**src/sv/qeyt_pkg.sv**
```systemverilog
// ----------------------------------------------------------------------------
// qeyt_pkg
// Shared types and constants of the quaternion to Euler yaw tracker.
// ----------------------------------------------------------------------------
package qeyt_pkg;

  // Input commands carried in the input tuser field.
  localparam logic [1:0] CMD_SAMPLE = 2'd0;
  localparam logic [1:0] CMD_HALL   = 2'd1;
  localparam logic [1:0] CMD_CHECK  = 2'd2;

  // Configuration register indexes.
  localparam logic [0:0] REG_HALL_ENABLED = 1'b0;
  localparam logic [0:0] REG_HALL_TIMEOUT = 1'b1;

  // Angle jobs of the shared CORDIC, in the order they run.
  localparam logic [1:0] JOB_ROLL  = 2'd0;
  localparam logic [1:0] JOB_YAW   = 2'd1;
  localparam logic [1:0] JOB_PITCH = 2'd2;

  localparam int IN_DATA_W  = 112;
  localparam int OUT_DATA_W = 152;
  localparam int MUL_PAIRS  = 10;
  localparam int STEP_W     = 5;
  localparam int CXY_W      = 40;
  localparam int CZ_W       = 34;

  // Controller to datapath commands.
  typedef struct packed {
    logic              capture;
    logic              mul_clear;
    logic              mul_en;
    logic [3:0]        mul_idx;
    logic              sqrt_start;
    logic              cord_load;
    logic              cord_step;
    logic              cord_last;
    logic [STEP_W-1:0] step_idx;
    logic [1:0]        job;
    logic              update;
  } cmd_t;

  // Datapath to controller status.
  typedef struct packed {
    logic sqrt_busy;
    logic out_busy;
  } sts_t;

  // Arctangent of 2^-i in units of 2^32 per turn.
  function automatic logic [31:0] atan_of(input logic [STEP_W-1:0] i);
    logic [31:0] v;
    case (i)
      5'd0:    v = 32'h20000000;
      5'd1:    v = 32'h12E4051E;
      5'd2:    v = 32'h09FB385B;
      5'd3:    v = 32'h051111D4;
      5'd4:    v = 32'h028B0D43;
      5'd5:    v = 32'h0145D7E1;
      5'd6:    v = 32'h00A2F61E;
      5'd7:    v = 32'h00517C55;
      5'd8:    v = 32'h0028BE53;
      5'd9:    v = 32'h00145F2F;
      5'd10:   v = 32'h000A2F98;
      5'd11:   v = 32'h000517CC;
      5'd12:   v = 32'h00028BE6;
      5'd13:   v = 32'h000145F3;
      5'd14:   v = 32'h0000A2FA;
      5'd15:   v = 32'h0000517D;
      5'd16:   v = 32'h000028BE;
      5'd17:   v = 32'h0000145F;
      5'd18:   v = 32'h00000A30;
      5'd19:   v = 32'h00000518;
      5'd20:   v = 32'h0000028C;
      5'd21:   v = 32'h00000146;
      5'd22:   v = 32'h000000A3;
      5'd23:   v = 32'h00000051;
      default: v = 32'h00000000;
    endcase
    return v;
  endfunction

endpackage

```
**src/sv/qeyt_ctrl.sv**
```systemverilog
// ----------------------------------------------------------------------------
// qeyt_ctrl
// Sequencer: product pass, three CORDIC jobs and the state update.
// ----------------------------------------------------------------------------
module qeyt_ctrl #(
  parameter int CORDIC_STEPS = 16
) (
  input  logic          clk,
  input  logic          rst_n,
  input  logic          in_tvalid,
  output logic          in_tready,
  input  logic [1:0]    in_tuser,
  output qeyt_pkg::cmd_t cmd,
  input  qeyt_pkg::sts_t sts
);
  import qeyt_pkg::*;

  localparam int SC_W = $clog2(CORDIC_STEPS);

  typedef enum logic [4:0] {
    S_IDLE  = 5'b00001,
    S_MUL   = 5'b00010,
    S_CLOAD = 5'b00100,
    S_CRUN  = 5'b01000,
    S_UPD   = 5'b10000
  } state_t;

  state_t          state_r, state_nxt;
  logic [3:0]      mcnt_r, mcnt_nxt;
  logic [SC_W-1:0] scnt_r, scnt_nxt;
  logic [1:0]      job_r, job_nxt;
  logic            in_fire;

  assign in_tready = (state_r == S_IDLE);
  assign in_fire   = in_tvalid && in_tready;

  // Next state and command decode.
  always_comb begin
    state_nxt = state_r;
    mcnt_nxt  = mcnt_r;
    scnt_nxt  = scnt_r;
    job_nxt   = job_r;
    cmd            = '0;
    cmd.mul_idx    = mcnt_r;
    cmd.step_idx   = STEP_W'(scnt_r);
    cmd.job        = job_r;
    cmd.capture    = in_fire;
    case (state_r)
      S_IDLE: begin
        if (in_fire) begin
          if (in_tuser == CMD_SAMPLE) begin
            cmd.mul_clear = 1'b1;
            mcnt_nxt  = '0;
            state_nxt = S_MUL;
          end else begin
            state_nxt = S_UPD;
          end
        end
      end
      S_MUL: begin
        cmd.mul_en = 1'b1;
        if (mcnt_r == 4'(MUL_PAIRS - 1)) begin
          job_nxt   = JOB_ROLL;
          state_nxt = S_CLOAD;
        end else begin
          mcnt_nxt = mcnt_r + 4'd1;
        end
      end
      S_CLOAD: begin
        if (job_r == JOB_ROLL) cmd.sqrt_start = 1'b1;
        if (!(job_r == JOB_PITCH && sts.sqrt_busy)) begin
          cmd.cord_load = 1'b1;
          scnt_nxt  = '0;
          state_nxt = S_CRUN;
        end
      end
      S_CRUN: begin
        cmd.cord_step = 1'b1;
        if (scnt_r == SC_W'(CORDIC_STEPS - 1)) begin
          cmd.cord_last = 1'b1;
          if (job_r == JOB_PITCH) begin
            state_nxt = S_UPD;
          end else begin
            job_nxt   = job_r + 2'd1;
            state_nxt = S_CLOAD;
          end
        end else begin
          scnt_nxt = scnt_r + SC_W'(1);
        end
      end
      S_UPD: begin
        if (!sts.out_busy) begin
          cmd.update = 1'b1;
          state_nxt  = S_IDLE;
        end
      end
      default: state_nxt = S_IDLE;
    endcase
  end

  always_ff @(posedge clk) begin
    if (!rst_n) begin
      state_r <= S_IDLE;
      mcnt_r  <= '0;
      scnt_r  <= '0;
      job_r   <= JOB_ROLL;
    end else begin
      state_r <= state_nxt;
      mcnt_r  <= mcnt_nxt;
      scnt_r  <= scnt_nxt;
      job_r   <= job_nxt;
    end
  end

  // A non-sample word goes straight to the update step.
  a_short_path: assert property (@(posedge clk) disable iff (!rst_n)
    (state_r == S_IDLE && in_fire && in_tuser != CMD_SAMPLE) |=> state_r == S_UPD)
    else $error("non-sample word did not go to update");

  // The pitch job never starts before the square root has settled.
  a_sqrt_wait: assert property (@(posedge clk) disable iff (!rst_n)
    (state_r == S_CLOAD && job_r == JOB_PITCH && sts.sqrt_busy) |=> state_r == S_CLOAD)
    else $error("pitch CORDIC loaded while square root busy");

  // Only the three angle jobs exist.
  a_job_range: assert property (@(posedge clk) disable iff (!rst_n)
    (state_r == S_CRUN) |-> (job_r == JOB_ROLL || job_r == JOB_YAW || job_r == JOB_PITCH))
    else $error("CORDIC job out of range");

endmodule

```
**config.mk**
```make
export PLATFORM = sky130hd
export DESIGN_NAME = qeyt_ctrl
export DESIGN_NICKNAME = d
export VERILOG_FILES = /design/src/sv/qeyt_pkg.sv /design/src/sv/qeyt_ctrl.sv
export SDC_FILE = /design/constraint.sdc
export NUM_CORES = 1
export LEC_CHECK = 0
export BUFFER_PORTS_ARGS = -buffer_cell sky130_fd_sc_hd__buf_2
export CAP_MARGIN = 20
export CORE_AREA = 5 5 48 50
export CTS_CLUSTER_SIZE = 25
export DETAILED_ROUTE_END_ITERATION = 10
export DIE_AREA = 0 0 53 55
export PLACE_DENSITY_LB_ADDON = 0.1
export SYNTH_ARGS = -nofsm -noshare
export SYNTH_HDL_FRONTEND = slang
export SYNTH_SLANG_ARGS = --single-unit
export TNS_END_PERCENT = 30
```
**constraint.sdc**
```tcl
create_clock -name clk -period 4.1 [get_ports clk]
set_input_delay 0.205 -clock clk [delete_from_list [all_inputs] [get_ports clk]]
set_output_delay 0.205 -clock clk [all_outputs]
set_load 0.02 [all_outputs]
```
==> metrics.md, run 1 <==
| Metric | Value |
|---|---|
| Status | finished, final reports clean |
| Vias per cell | between 5 and 6 |
| Xor-xnor portion of the synthesized cell area | between 1.5 and 2% |
| Inst Count DP | 163 |
| Slew headroom | about three fifths |
| Global placer's final weighted congestion | between 0.9 and 1 |
| Post-CTS setup buffers | 0 |
| Post-route cell area | approximately 1100 um^2 |
| Syn avg cell area | 8.20 um^2 |
| Area growth syn-to-layout | 17.1% |
| Final worst path period share | between 50 and 60% |
| CTS Hold Buffers Added | 0 |
| Most common cell after layout, fill and taps aside | buf_2 |
| Compound-Gate Fraction of Synth Area | between 10% and 20% |
| Routed Antenna Nets | 0 |
| Clk sinks | 15 |
| Psw | 0.000192 W |
| Power Dens Cells | between 400 and 500 nW/um^2 |
| Syn Inst Count | between 100 and 150 |
| Post-synthesis adder-cell area fraction | about 6.6% |
| Die span in x | about 53 um |
| I/O Buffers | 25 |
| Yosys top cell by area | dfxtp_1 |
| Pint | about 0.0003 W |
| Via Count | 896 |
| Pleak | 0.509 nW |
| Fin Clk Skew | 0.00656 ns |
| Library cells used by synthesis | between 40 and 50 |
| Max capacitance violation total | 0 |
| Sw frac | approximately two fifths |
| Fillcell total | 170 |
| Clock-pin transition on the worst setup and hold timing paths | 0.09 ns |
| TritonCTS clock tree | built |
| Min Tclk post-route | 2.16 ns |
| Post-synth EDFFs | 0 |
| Combinational share of power | 45.5% |
| Crit. End Element | output port |
| CTS Root Cell | clkbuf_4 |
| Sequential fraction of the synthesis area | a little under a third |
| Syn nets | ~130 |
| Ys Warns | 0 |
| Die H | about 55 um |
| Slew Viols, Final | 0 |
| Area of the multi-input gates | approximately 590 um^2 |
| Rows | 16 |
| Most frequent cells in the layout | 25 x buf_2, 15 x dfxtp_1, 7 x inv_1, 7 x nand3_1, 7 x nor2_1 |
| Vias in the first global route | 867 |
| Top cells by area, synth | dfxtp_1 32%, ha_1 6.6%, mux2i_1 4.2% |
| N_diodes | 0 |
| Setup TNS | 0 ns |
| Hold Path Class | in -> reg |
| Pwr Total | just under 0.0005 W |
| # DRC | 0 |
| Die area | around 3000 um^2 |
| Maximum VDD drop | approximately 0.00028 V |
| Total grt overflow | 0 |
| Clock share of power | 17.3% |
| Mapped cell area | roughly 940 um^2 |
| Placed cell area | roughly 1100 um^2 |
| Arrival time of the worst setup path | about 2.0 ns |
| CTS Buffer Depth | 2 |
| Post-Synth Simple-Gate Area | 33.2% |
| Main combinational cell family by area after synthesis | simple AND/OR/NAND/NOR gates |
| Drt first pass iters | 4 |
| Top Ports | 27 |
| RSZ-0062 raised after global routing | false |
| Max H-tree Level | 1 |
| Post-CTS Resized | 0 |
| FF+latch area | approximately 300 um^2 |
| Number of synthesized register bits | 15 |
| Final number of setup-violating endpoints | 0 |
| Ys async rst share | 0% |
| Fmax | 462 MHz |
| Final HPWL DP | 1690 um |
| DRT iter0 DRCs | 17 |
| Fin util | roughly three fifths |
| Worst skew pair latency | roughly 0.28 ns |
| Largest net degree at the start of global routing | 16 |
| Most used DFF post-synth | dfxtp_1 |
| Share of post-route cells with drive strength above 1 | 26.4% |
| Num CTS Buffers | 3 |
| Core area | 1860 um^2 |
| Initial antenna violation count | 0 |
| Starting Density | between 50% and 60% |
| Worst slew pin tran | 0.586 ns |
| Tot GR Track Use | 16.9% |
| First-pass GRT wire length | between 3000 and 4000 um |
| Final nets | approximately 150 |
| Mux contribution to synthesized area | approximately 4.2% |
| Seq pwr share | approximately 37% |
| Cell Count, Final, Fillers Out | about 170 |
| Critical path type | reg -> out |
| Drt wl/cell | roughly 13 um |
| Final hold violation count | 0 |
| Crit Path Max Fanout | 7 |
| Drt total wl | around 2100 um |
| Worst Setup Start Kind | flip-flop |
| CP Data Required Time | roughly 3.9 ns |
| Area share of the largest cell type after synthesis | 31.8% |
[area by class of cell]
type                       count  share of cell area [%]
clock buffer                   4                    2.38
tap                           27                    3.06
sequential                    15                    27.2
timing repair buffer          25                    11.3
inverter                       7                    2.38
multi-input combinational     89                    53.7
[cell usage after synthesis, drive strengths merged (3+ instances only)]
master and n:
and3 3, buf 3, nor2 7, or2 3, ha 5, or3 3, nor2b 4, nand2 6
dfxtp 15, nand3 7, inv 7, and2 4, mux2i 4, a21oi 5, nor3 5, o21ai 7
[flip-flops by register name, indices dropped and copies added, names as in the netlist]
signal / flops
job_r: 2
scnt_r: 4
mcnt_r: 4
state_r: 5
[worst max-delay path, cell delays in order, from the launching register on]
cell and delay (ns):
dfxtp_1 0.37, or3_2 0.51, nor3_1 0.53, buf_2 0.27
[per-stage QoR]
step | hold slack [ns] | setup slack (ns)
global route | 0.175 | 1.88
global placement | 0.449 | 2.16
CTS | 0.151 | 1.94
finish | 0.153 | 1.94
floorplan | 0.306 | 2.07
detailed placement | 0.452 | 2.04
[power groups by stage]
stage / registers, W / clock network (W) / logic (W)
6_report: 0.000181 / 0.0000842 / 0.000221
3_3_place_gp: 0.000184 / 0 / 0.000219
4_1_cts: 0.000181 / 0.0000859 / 0.000224
3_5_place_dp: 0.000185 / 0 / 0.000224
5_1_grt: 0.000185 / 0.0000937 / 0.000244
2_1_floorplan: 0.000181 / 0 / 0.000177
[cells by family after synthesis]
kind of cell,after synthesis
AO/OA/AOI/OAI,23
flip-flops,15
buffers and inverters,11
multiplexers,4
adder cells (fa/ha/maj),5
other,1
AND/OR/NAND/NOR,54
XOR/XNOR,2
[final timing paths]
check | from | endpoint | slack [ns] | depth (start not counted)
hold reg to reg | job_r[0] | job_r[0] | 0.48 | 2
hold / removal | in_tvalid | state_r[0] | 0.15 | 2
setup reg to reg | state_r[2] | mcnt_r[2] | 2.04 | 5
setup / recovery | state_r[4] | cmd[8] | 1.94 | 3
[routing by layer]
metal	share of wire, %	vias to the layer above	global-route usage, %
li1	-	455	-
met4	1.6	0	7.66
met5	0	-	0
met2	46	24	26.9
met3	5.3	4	3.22
met1	47	413	22.3
Power figures use the tool's default switching activity.
==> run 2: changes to the inputs <==
- CORE_AREA: 5 5 48 50 -> 5 5 50 52
- DIE_AREA: 0 0 53 55 -> 0 0 55 57
- clock period: 4.1 -> 2 ns (I/O delays scaled with it)
==> metrics.md, run 2 (synthesized netlist as in run 1, its figures left out) <==
| Metric | Value |
|---|---|
| Critical R2R Capture | mcnt_r[2] |
| Clock share of power | 16.3% (-1.0 points) |
| Maximum VDD drop | 0.000590 V (+110%) |
| Worst skew pair latency | 0.29 ns (about the same) |
| Status | finished, final reports clean |
| CTS Buffer Depth | 2 (unchanged) |
| Hold path depth | 2 (unchanged) |
| Die area | 3140 um^2 (+7.5%) |
| N_diodes | 0 (unchanged) |
| I/O Buffers | 25 (unchanged) |
| Routed Antenna Nets | 0 (unchanged) |
| Area growth syn-to-layout | 24.8% |
| Final HPWL DP | 1790 um (+5.8%) |
| Die H | 57 um (+3.6%) |
| Fin Clk Skew | 0.0135 ns (+0.00694 ns) |
| Pleak | 0.554 nW (+8.7%) |
| Power Dens Cells | 933 nW/um^2 (+110%) |
| Critical path type | reg -> out |
| Final nets | 159 (+3.9%) |
| RSZ-0062 raised after global routing | false |
| Crit Path Max Fanout | 5 (-2) |
| Die span in x | 55 um (+3.8%) |
| Worst Min Path Start | in_tvalid |
| Fmax | about 530 MHz |
| # DRC | 0 (unchanged) |
| Max H-tree Level | 1 (unchanged) |
| First-pass GRT wire length | 3590 um (-1.9%) |
| Slew Viols, Final | 0 (unchanged) |
| Num CTS Buffers | 3 (unchanged) |
| Placed cell area | 1130 um^2 (+4.8%) |
| Vias in the first global route | 828 (-4.5%) |
| Psw | 0.000430 W (+120%) |
| Global placer's final weighted congestion | 0.784 (-14%) |
| Most common cell after layout, fill and taps aside | buf_2 |
| Top Ports | 27 (unchanged) |
| Largest regs | state_r x5, mcnt_r x4, scnt_r x4 |
| Drt first pass iters | 4 (unchanged) |
| Largest net degree at the start of global routing | 16 (unchanged) |
| Worst Setup Start Kind | flip-flop |
| Clock-pin transition on the worst setup and hold timing paths | 0.10 ns (about the same) |
| Crit. End Element | output port |
| Sw frac | 39.1% (-0.36 points) |
| Combinational share of power | 51.1% (+5.6 points) |
| CTS Root Cell | clkbuf_4 |
| Min Tclk post-route | around 1.9 ns |
| Critical R2R Launch | state_r[0] |
| Post-route cell area | 1180 um^2 (+6.6%) |
| Reg with most FFs | state_r |
| Via Count | 917 (+2.3%) |
| TritonCTS clock tree | built |
| Register-to-register setup slack | 0.12 ns (-1.92 ns) |
| Seq pwr share | 32.6% (-4.6 points) |
| Clk sinks | 15 (unchanged) |
| Initial antenna violation count | 0 (unchanged) |
| Tot GR Track Use | 15.2% (-1.7 points) |
| Setup TNS | 0 ns (unchanged) |
| Hold Path Class | in -> reg |
| Final number of setup-violating endpoints | 0 (unchanged) |
| Final worst path period share | a little over nine tenths |
| Share of post-route cells with drive strength above 1 | 32.2% (+5.8 points) |
| Worst Reg-to-Reg Cells | 5 (unchanged) |
| Max reg flops | 5 (unchanged) |
| CP Data Required Time | 1.90 ns (-1.99 ns) |
| Total grt overflow | 0 (unchanged) |
| DRT iter0 DRCs | 9 (-8) |
| Drt total wl | 2260 um (+6.8%) |
| Final hold violation count | 0 (unchanged) |
| Starting Density | 45.7% (-4.9 points) |
| Hold Path Sink | state_r[0] |
| Most frequent cells in the layout | 24 x buf_2, 14 x dfxtp_1 |
| Rows | 17 (+1) |
| CTS Hold Buffers Added | 0 (unchanged) |
| Arrival time of the worst setup path | 1.80 ns (-0.16 ns) |
| Pint | 0.000669 W (+130%) |
| Max capacitance violation total | 0 (unchanged) |
| Vias per cell | 5.27 (-1.8%) |
| Core area | 2060 um^2 (+11%) |
| Drt wl/cell | 13.0 um (+2.5%) |
==> run 2: changes by cell type in the layout (fill, tap and decap cells not counted), sizes merged <==
| cell | delta |
|---|---|
| buf | +6 |
| clkinv | +1 |
| clkbuf | -1 |
==> run 2: what timing repair did <==
action	4_1_cts	5_1_grt
gates resized for setup	0	5
setup endpoints to repair	0	6
buffers inserted	0	0
==> run 2: critical path, cell delays in order (launching register included) <==
cell and delay [ns]:
dfxtp_2 0.35, or3b_4 0.39, or3_4 0.38, inv_1 0.10
and3_1 0.15, buf_4 0.14
==> run 2: per-stage QoR <==
step	cells	worst slack, ns	total power [W]	utilization [%]	hold WS [ns]
global route	174	0.00816	0.00119	57.1	0.0265
floorplan	115	0.151	0.000735	-	0.201
finish	174	0.101	0.00110	57.1	0.0379
global placement	170	0.0996	0.000871	54.8	0.368
detailed placement	170	0.0350	0.000882	54.8	0.359
CTS	174	0.00755	0.00106	56.1	0.0311
==> run 2: worst max path at each step <==
stage	startpoint	endpoint	slack, ns	cells past startpoint
after floorplan	state_r[0]	mcnt_r[2]	0.15	5
after global placement	state_r[2]	mcnt_r[2]	0.1	5
after detailed placement	state_r[0]	mcnt_r[2]	0.03	5
after CTS	state_r[0]	mcnt_r[2]	0.008	5
after global routing	state_r[0]	cmd[17]	0.008	5
final	state_r[0]	cmd[17]	0.10	5
==> run 2: per-layer routing <==
metal	vias to the layer above	wire [um]	global-route usage [%]
li1	469	-	-
met1	424	1060	20.6
met2	20	1090	23.3
met3	4	89	3.13
met4	0	22	6.25
met5	-	0	0
==> run 2: power groups by stage <==
| stage | Sequential (W) | Clock [W] | Combinational [W] |
|---|---|---|---|
| final | 0.000358 | 0.000180 | 0.000562 |
| after global routing | 0.000365 | 0.000204 | 0.000617 |
| after detailed placement | 0.000361 | 0 | 0.000521 |
| after floorplan | 0.000370 | 0 | 0.000365 |
| after CTS | 0.000355 | 0.000187 | 0.000521 |
| after global placement | 0.000359 | 0 | 0.000513 |
==> run 2: area by class of cell <==
class / count / area (um^2)
well taps: 28 / 35.0
multi-input cells: 89 / 614
repair buffers: 31 / 173
flip-flops and latches: 15 / 302
clock inverters: 1 / 5.00
clock buffers: 3 / 22.5
inverters: 7 / 26.3
fillers: 211 / 886
